===== src/sv/rpc_pkg.sv =====
// rpc_pkg: shared types, constants and elaboration-time helpers for the
// rectangular/polar converter. No dependencies.
`timescale 1ns / 1ps

package rpc_pkg;

	// Guard bits carried below the Q8.8 point through the rotations
	localparam int GUARD_BITS = 16;
	// Fraction bits of the inverse gain constant
	localparam int GAIN_FRAC = 30;
	// Deepest supported rotation chain
	localparam int MAX_STAGES = 24;
	// Width of the angle accumulator: 32 bits per turn plus headroom
	localparam int ANG_W = 34;

	// Arctangent of 2^-i in units of 2^-32 turn
	localparam logic [31:0] TURN_ATAN [0:MAX_STAGES-1] = '{
		32'h20000000, 32'h12E4051E, 32'h09FB385B, 32'h051111D4,
		32'h028B0D43, 32'h0145D7E1, 32'h00A2F61E, 32'h00517C55,
		32'h0028BE53, 32'h00145F2F, 32'h000A2F98, 32'h000517CC,
		32'h00028BE6, 32'h000145F3, 32'h0000A2FA, 32'h0000517D,
		32'h000028BE, 32'h0000145F, 32'h00000A30, 32'h00000518,
		32'h0000028C, 32'h00000146, 32'h000000A3, 32'h00000051
	};

	// Control bits that travel with each transaction
	typedef struct packed {
		logic mode;   // 0 vectoring, 1 rotation
		logic zero;   // vectoring of the zero vector
		logic flip;   // operand turned by half a turn
	} rpc_ctrl_t;

	// Integer square root, bit-pair method
	function automatic logic [63:0] isqrt64(input logic [63:0] v);
		logic [63:0] rem;
		logic [63:0] root;
		logic [63:0] b;
		rem = v;
		root = 64'd0;
		b = 64'd1 << 62;
		for (int k = 0; k < 32; k++) begin
			if (b > v) begin
				b = b >> 2;
			end
		end
		for (int k = 0; k < 32; k++) begin
			if (b != 64'd0) begin
				if (rem >= root + b) begin
					rem = rem - (root + b);
					root = (root >> 1) + b;
				end else begin
					root = root >> 1;
				end
				b = b >> 2;
			end
		end
		return root;
	endfunction

	// Inverse CORDIC gain in Q30, restoring long division for the reciprocal
	function automatic logic [63:0] inv_gain(input int stages);
		logic [63:0] g;
		logic [63:0] s;
		logic [63:0] num;
		logic [63:0] rem;
		logic [63:0] q;
		g = 64'd1 << GAIN_FRAC;
		for (int i = 0; i < MAX_STAGES; i++) begin
			if (i < stages) begin
				s = isqrt64((64'd1 << 60) + (64'd1 << (60 - 2 * i)));
				g = (g * s + (64'd1 << (GAIN_FRAC - 1))) >> GAIN_FRAC;
			end
		end
		num = (64'd1 << 60) + (g >> 1);
		rem = 64'd0;
		q = 64'd0;
		for (int k = 63; k >= 0; k--) begin
			rem = {rem[62:0], num[k]};
			if (rem >= g) begin
				rem = rem - g;
				q[k] = 1'b1;
			end
		end
		return q;
	endfunction

endpackage


===== src/sv/rpc_cordic_stage.sv =====
// rpc_cordic_stage: one registered CORDIC micro-rotation, vectoring or
// rotation per transaction. Depends on rpc_pkg.
`timescale 1ns / 1ps

module rpc_cordic_stage #(
	parameter int IW = 34,
	parameter int SHIFT = 0,
	parameter logic [31:0] ATAN = 32'h20000000
) (
	input  logic                           clk,
	input  logic                           arst_n,
	input  logic                           en,
	input  logic                           valid_in,
	input  rpc_pkg::rpc_ctrl_t             ctrl_in,
	input  logic signed [IW-1:0]           x_in,
	input  logic signed [IW-1:0]           y_in,
	input  logic signed [rpc_pkg::ANG_W-1:0] z_in,
	output logic                           valid_out,
	output rpc_pkg::rpc_ctrl_t             ctrl_out,
	output logic signed [IW-1:0]           x_out,
	output logic signed [IW-1:0]           y_out,
	output logic signed [rpc_pkg::ANG_W-1:0] z_out
);

	localparam logic signed [rpc_pkg::ANG_W-1:0] ATAN_Z =
		$signed(rpc_pkg::ANG_W'(ATAN));

	logic signed [IW-1:0] dx;
	logic signed [IW-1:0] dy;
	logic ccw;
	logic signed [IW-1:0] x_nx;
	logic signed [IW-1:0] y_nx;
	logic signed [rpc_pkg::ANG_W-1:0] z_nx;

	logic rot_v_s1;
	rpc_pkg::rpc_ctrl_t rot_c_s1;
	logic signed [IW-1:0] rot_x_s1;
	logic signed [IW-1:0] rot_y_s1;
	logic signed [rpc_pkg::ANG_W-1:0] rot_z_s1;

	always_comb begin
		dx = y_in >>> SHIFT;
		dy = x_in >>> SHIFT;
		// vectoring drives y to zero, rotation drives z to zero
		ccw = ctrl_in.mode ? !z_in[rpc_pkg::ANG_W-1] : y_in[IW-1];
		if (ccw) begin
			x_nx = x_in - dx;
			y_nx = y_in + dy;
			z_nx = z_in - ATAN_Z;
		end else begin
			x_nx = x_in + dx;
			y_nx = y_in - dy;
			z_nx = z_in + ATAN_Z;
		end
	end

	always_ff @(posedge clk or negedge arst_n) begin
		if (!arst_n) begin
			rot_v_s1 <= 1'b0;
		end else if (en) begin
			rot_v_s1 <= valid_in;
		end
	end

	always_ff @(posedge clk) begin
		if (en) begin
			rot_c_s1 <= ctrl_in;
			rot_x_s1 <= x_nx;
			rot_y_s1 <= y_nx;
			rot_z_s1 <= z_nx;
		end
	end

	assign valid_out = rot_v_s1;
	assign ctrl_out = rot_c_s1;
	assign x_out = rot_x_s1;
	assign y_out = rot_y_s1;
	assign z_out = rot_z_s1;

endmodule


===== config.mk =====
export PLATFORM = sky130hd
export DESIGN_NAME = rpc_cordic_stage
export DESIGN_NICKNAME = d
export VERILOG_FILES = /design/src/sv/rpc_pkg.sv /design/src/sv/rpc_cordic_stage.sv
export SDC_FILE = /design/constraint.sdc
export NUM_CORES = 1
export LEC_CHECK = 0
export BUFFER_PORTS_ARGS = -buffer_cell sky130_fd_sc_hd__buf_2
export CELL_PAD_IN_SITES_DETAIL_PLACEMENT = 1
export CELL_PAD_IN_SITES_GLOBAL_PLACEMENT = 2
export CORE_ASPECT_RATIO = 1.5
export CORE_MARGIN = 8
export CORE_UTILIZATION = 30
export DETAILED_ROUTE_END_ITERATION = 6
export PLACE_DENSITY_LB_ADDON = 0.1
export SLEW_MARGIN = 30
export SYNTH_ARGS = -nofsm -noshare
export SYNTH_HDL_FRONTEND = slang
export SYNTH_SLANG_ARGS = --single-unit

===== constraint.sdc =====
create_clock -name clk -period 2.4 [get_ports clk]
set_clock_uncertainty 0.05 [all_clocks]
set_input_delay 0.48 -clock clk [delete_from_list [all_inputs] [get_ports clk]]
set_output_delay 0.48 -clock clk [all_outputs]
set_load 0.01 [all_outputs]

==> results of run 1 <==
==> worst max path at each step <==
stage | endpoint | cells past startpoint | slack [ns]
floorplan | y_out[32] | 12 | -0.52
global placement | y_out[19] | 14 | -1.17
detailed placement | y_out[19] | 14 | -1.17
CTS | y_out[14] | 14 | -0.46
global route | y_out[32] | 13 | -0.52
finish | y_out[32] | 13 | -0.43
==> through the flow <==
step	setup WS [ns]	utilization, %	power, uW	TNS [ns]	area, sq um
after floorplan	-0.517	-	4070	-9.48	9600
after global placement	-1.17	45.2	5630	-39.65	13300
after detailed placement	-1.17	45.2	5680	-41.18	13300
after CTS	-0.458	50.2	7640	-10.03	14700
after global routing	-0.521	52.3	8150	-15.15	15400
final	-0.428	52.3	7790	-11.01	15400
==> cell usage in the layout (no fill, tap or decap), types with 7 or more instances in the layout <==
cell / netlist / final
nor2b_4: 1 / 7
buf_8: 0 / 11
a21oi_2: 1 / 33
a21oi_4: 0 / 12
buf_2: 11 / 189
xnor2_1: 59 / 53
o21bai_1: 24 / 20
nand2_1: 41 / 33
mux2i_1: 11 / 7
o21ai_1: 13 / 16
o21a_1: 12 / 12
nor2_1: 86 / 75
o211ai_1: 10 / 10
edfxtp_1: 104 / 104
clkbuf_16: 0 / 9
o21ai_0: 49 / 28
a21o_1: 15 / 14
o21ai_2: 1 / 17
xor2_1: 8 / 8
a21oi_1: 124 / 80
buf_6: 1 / 40
nor2b_1: 17 / 8
buf_4: 1 / 341
nand3_1: 12 / 10
buf_12: 0 / 10
ha_1: 102 / 71
inv_2: 4 / 15
a211oi_2: 1 / 7
inv_1: 96 / 73
nor3_1: 19 / 13
nand4_1: 14 / 14
ha_4: 0 / 26
==> cells in the mapped netlist, types with 10 or more instances <==
cell and instances:
o21ai_1 13, o21bai_1 24, nand4_1 14, buf_2 11, clkbuf_1 25, a21oi_1 124
inv_1 96, nand2_1 41, o21a_1 12, nand3_1 12, xnor2_1 59, a211oi_1 14
ha_1 102, nor2_1 86, o211ai_1 10, a21o_1 15, o21ai_0 49, mux2i_1 11
edfxtp_1 104, nor2b_1 17, nor3_1 19
==> flip-flops by register name, indices dropped and copies added (netlist names) <==
| register | count |
|---|---|
| ctrl_out | 3 |
| valid_out | 1 |
| x_out | 33 |
| y_out | 34 |
| z_out | 34 |
==> area by class of cell <==
| class | instances | share of cell area, % |
|---|---|---|
| Sequential cell | 105 | 20.5 |
| Tap cell | 395 | 3.22 |
| Timing Repair Buffer | 592 | 28.2 |
| Multi-Input combinational cell | 740 | 43.2 |
| Clock inverter | 6 | 0.375 |
| Clock buffer | 10 | 1.49 |
| Inverter | 103 | 3.02 |
==> critical path: stages <==
cell,delay (ns)
buf_12,0.09
inv_12,0.03
ha_4,0.24
a21o_1,0.21
or3_4,0.39
o211a_1,0.24
or4_4,0.49
o21ai_4,0.17
a211oi_4,0.09
a21oi_2,0.15
nor2_1,0.05
a211oi_2,0.16
xnor2_1,0.10
==> metal layers <==
| metal | part of all wire (%) | track usage (%) |
|---|---|---|
| met4 | 3.8 | 9.70 |
| met1 | 35 | 21.5 |
| met2 | 57 | 44.9 |
| met5 | 0 | 0 |
| met3 | 3.5 | 2.72 |
==> timing repair <==
| action | CTS | global route |
|---|---|---|
| gates resized for setup | 183 | 118 |
| endpoints found under the hold margin | 1 | 0 |
| endpoints found under the setup margin | 48 | 50 |
| hold buffers | 1 | 0 |
| gates cloned | 0 | 0 |
| pin swaps | 84 | 109 |
| buffers inserted | 59 | 22 |
==> cells by family (layout without fill, tap and decap cells) <==
family	after synthesis	after routing	synth area share [%]
flip-flops	105	105	35.2
adder cells (fa/ha/maj)	106	106	15.2
XOR/XNOR	67	67	6.56
buffers and inverters	149	711	6.54
multiplexers	12	12	1.36
AO/OA/AOI/OAI	323	323	22.5
AND/OR/NAND/NOR	232	232	12.6
==> report_power, final <==
part	internal, uW	total (uW)	switching, uW	leakage, uW
combinational	1830	3790	1960	0.00565
clock	733	1560	822	0.000141
sequential	2370	2440	68.7	0.00103
total	4930	7790	2850	0.00682
==> qor.yml, run 1 <==
dr.pass1.iters: 4
cp-start-kind: "input port"
clkLatencyLatePin_ns: 0.39
worstSetupStartpoint: "x_in[7]"
layout.cells.non_filler: 1951
synth_nets: 1209
die_height_microns: 227
gp_congestion: 0.895
vdd_drop_max_mv: 0.386
gr-total-overflow: 0
yosysWarnings: 0
finalCriticalPeriod_ns: 2.83
slew_headroom_pct: 68.2
regArea_sq_um: 3150
synth_area_sq_um: 8940
drtIter0Drc: 299
synth_top_area_share_pct: 34.9
synth_seq_cells: 105
cts_tree: "yes"
max_freq_mhz: 354
worstMarginPinSlew_ns: 0.471
ant_nets: 0
dp.cells: 1870
rrSetupSlack_ns: 1.59
viasPerCell: 4.97
dieArea_sq_um: 35700
port_buffers: 214
fin_ws_ns: -0.428
drc_errors: 0
hold_viol: 0
hold_class: "in2reg"
path_clk_slew_ns: 0.08
rsz0062_at_grt: "yes"
drv_cap: 0
cp-end-kind: "flip-flop"
ioPinCount: 215
diodes: 0
die_w_microns: 157
fp-row-count: 77
reg2reg_from: "valid_out"
final-setup-viol-count: 46
synthCells: 994
violations: "negative setup slack"
hold_end: "z_out[27]"
dp_hpwl_microns: 31800
whs_path_depth: 1
grt_start_max_net_pins: 61
synth-edff-count: 104
htree_num_levels: 3
grt_pass1_wl_microns: 59800
cts_made_buffers: 9
min_period_over_period_pct: 118
worstPathRequired_ns: 2.49
fill_cells: 3363
r2r_end: "valid_out"
track_usage_pct: 22.1
ys_types: 71
ctsRootBufferMaster: "clkbuf_16"
synthTopCellsByArea: "edfxtp_1 (35%), ha_1 (14%), a21oi_1 (6.9%)"
wire_per_inst_microns: 20.5
drive_gt1_share_pct: 53.9
cp_max_fo: 3
routed_wl_microns: 40000
antenna_found_initial: 0
cts.sinks: 105
critical_path_class: "in2reg"
arrival_ns: 2.91
syn_avg_cell_area_sq_um: 9.00
p_leak_uw: 0.00682
hp-start: "z_in[27]"
nets: 1766
yosysTopAreaCell: "edfxtp_1"
p_per_area_nw_per_um2: 507
drv_slew: 0
design.core.area_sq_um: 29400
grt_pass1_vias: 10800
ff2ff_path_depth: 1
multi_input_area_sq_um: 6640
seq_area_frac_synth_pct: 35.2
syn_to_final_growth_pct: 71.9
status: "finished with violations"
start_util_pct: 30.4
hold_ws_ns: 0.213
synthFlopType: "edfxtp_1"
vias: 9699
async_reset_ff_share_pct: 0.952
cts.path.max_buffers: 2
Note: power is estimated with default switching activity, not from simulation.
==> run 2, diff against run 1 <==
--- a/config.mk
+++ b/config.mk
@@ -9,7 +9,6 @@
 export CELL_PAD_IN_SITES_DETAIL_PLACEMENT = 1
 export CELL_PAD_IN_SITES_GLOBAL_PLACEMENT = 2
 export CORE_ASPECT_RATIO = 1.5
-export CORE_MARGIN = 8
 export CORE_UTILIZATION = 30
 export DETAILED_ROUTE_END_ITERATION = 6
 export PLACE_DENSITY_LB_ADDON = 0.1
==> run 2 against run 1 <==
  * The run still ends with negative setup slack left
  * Register-to-register slack gained 0.03 ns
  * Flip-flop and latch count is the same
  * Design area shrank 1.8%
  * Clock power shrank 4%
  * Power shrank 2.7%
==> qor.yml, run 2 (same netlist as run 1, synthesis figures left out) <==
start_util_pct: 30.4  # unchanged
ant_nets: 0  # unchanged
max_freq_mhz: 349  # -1.3%
routed_wl_microns: 37600  # -6.0%
clkLatencyLatePin_ns: 0.38  # about the same
cts_made_buffers: 9  # unchanged
path_clk_slew_ns: 0.08  # about the same
ctsRootBufferMaster: "clkbuf_16"
cts.path.max_buffers: 2  # unchanged
dp_slack_ns: -1.08  # +0.0886 ns
cp-start-kind: "input port"
final_common_cell: "buf_4"
gr-total-overflow: 0  # unchanged
cts.sinks: 105  # unchanged
final_cell_mix: "buf_4 (326), buf_2 (192), edfxtp_1 (104)"
drc_errors: 0  # unchanged
worstMarginPinSlew_ns: 0.764  # +0.293 ns
cp-end-kind: "flip-flop"
gp_congestion: 0.874  # -2.3%
nets: 1747  # -1.1%
rsz0062_at_grt: "yes"
drtIter0Drc: 286  # -4.3%
cts_tree: "yes"
hold_class: "in2reg"
slew_headroom_pct: 48.5  # -20 points
syn_to_final_growth_pct: 68.7
ioPinCount: 215  # unchanged
grt_start_max_net_pins: 66  # +8.2%
port_buffers: 214  # unchanged
fin_ws_ns: -0.464  # -0.0364 ns
diodes: 0  # unchanged
grt_pass1_wl_microns: 56800  # -5.0%
drv_slew: 0  # unchanged
worstPathRequired_ns: 2.48  # about the same
dp_hpwl_microns: 29500  # -7.1%
die_w_microns: 143  # -8.9%
dpl-instance-area_sq_um: 13200  # -0.83%
dieArea_sq_um: 30500  # -15%
dr.pass1.iters: 4  # unchanged
design.core.area_sq_um: 29400  # unchanged
die_height_microns: 213  # -6.2%
critical_path_class: "in2reg"
final-setup-viol-count: 43  # -6.5%
arrival_ns: 2.94  # +0.03 ns
grt_pass1_vias: 10500  # -2.8%
p_leak_uw: 0.00668  # -2.0%
p_per_area_nw_per_um2: 502  # -0.82%
drive_gt1_share_pct: 51.6  # -2.3 points
vias: 9585  # -1.2%
fp-row-count: 77  # unchanged
hold_viol: 0  # unchanged
cp_max_fo: 3  # unchanged
status: "finished with violations"
antenna_found_initial: 0  # unchanged
finalCriticalPeriod_ns: 2.86  # +0.0364 ns
postLayoutCellArea_sq_um: 15100  # -1.8%
vdd_drop_max_mv: 0.398  # +3.2%
fill_cells: 3390  # +0.80%
wire_per_inst_microns: 19.4  # -5.1%
viasPerCell: 4.96  # -0.20%
violations: "negative setup slack"
min_period_over_period_pct: 119  # +1.5 points
htree_num_levels: 3  # unchanged
track_usage_pct: 25.0  # +3.0 points
drv_cap: 0  # unchanged
run 2: area by class of cell:
| type | count | area (sq um) | area share, % |
|---|---|---|---|
| clock inverter | 6 | 53.8 | 0.357 |
| clock buffer | 10 | 229 | 1.52 |
| inverter | 103 | 464 | 3.08 |
| sequential | 105 | 3150 | 20.9 |
| multi-input combinational | 740 | 6510 | 43.2 |
| timing repair buffer | 573 | 4180 | 27.7 |
| tap | 395 | 494 | 3.28 |
run 2: critical path, cell delays in order:
cell and delay (ns):
buf_12 0.09, inv_12 0.03, ha_4 0.23, a21o_1 0.21
or3_4 0.39, o211a_1 0.25, or4_4 0.49, o21ai_4 0.18
a211oi_4 0.09, a21oi_2 0.15, nor2_1 0.06, a211oi_2 0.19
xnor2_1 0.10
run 2: routing by layer:
| layer | track usage [%] | wire (microns) | vias up | part of all wire, % |
|---|---|---|---|---|
| met3 | 3.13 | 1020 | 79 | 2.7 |
| met4 | 12.5 | 1810 | 0 | 4.8 |
| li1 | - | - | 4622 | - |
| met1 | 24.4 | 13500 | 4680 | 36 |
| met5 | 0 | 0 | - | 0 |
| met2 | 50.4 | 21300 | 204 | 57 |
run 2: report_power, final:
part | switching (uW) | internal (uW) | leakage [uW] | total [uW]
logic | 1890 | 1750 | 0.00552 | 3640
clock network | 775 | 721 | 0.000129 | 1500
registers | 71.1 | 2370 | 0.00103 | 2440
total | 2740 | 4840 | 0.00668 | 7580
run 2: worst paths after layout:
| path | slack (ns) | endpoint | depth (start not counted) | startpoint |
|---|---|---|---|---|
| setup / recovery | -0.46 | y_out[32] | 13 | x_in[7] |
| hold / removal | 0.22 | z_out[9] | 1 | z_in[9] |
| setup reg to reg | 1.62 | valid_out | 1 | valid_out |
| hold reg to reg | 0.46 | valid_out | 1 | valid_out |
| max in group asynchronous | 1.87 | valid_out | 2 | arst_n |
| min in group asynchronous | 0.34 | valid_out | 2 | arst_n |
run 2: stage by stage:
step	utilization (%)	total power, uW	setup TNS, ns	hold WS [ns]	std cells
CTS	49.9	7510	-10.38	0.203	1914
finish	51.3	7580	-10.32	0.216	1932
floorplan	-	4070	-9.48	0.134	994
global route	51.3	8000	-15.79	0.206	1932
detailed placement	44.9	5600	-39.40	0.207	1852
global placement	44.9	5550	-38.22	0.204	1852
run 2: timing repair:
item / CTS / global route
buffers inserted: 50 / 25
pin swaps: 91 / 72
gates resized for setup: 198 / 60
hold buffers: 1 / 0
setup endpoints to repair: 48 / 49
hold endpoints to repair: 1 / 0
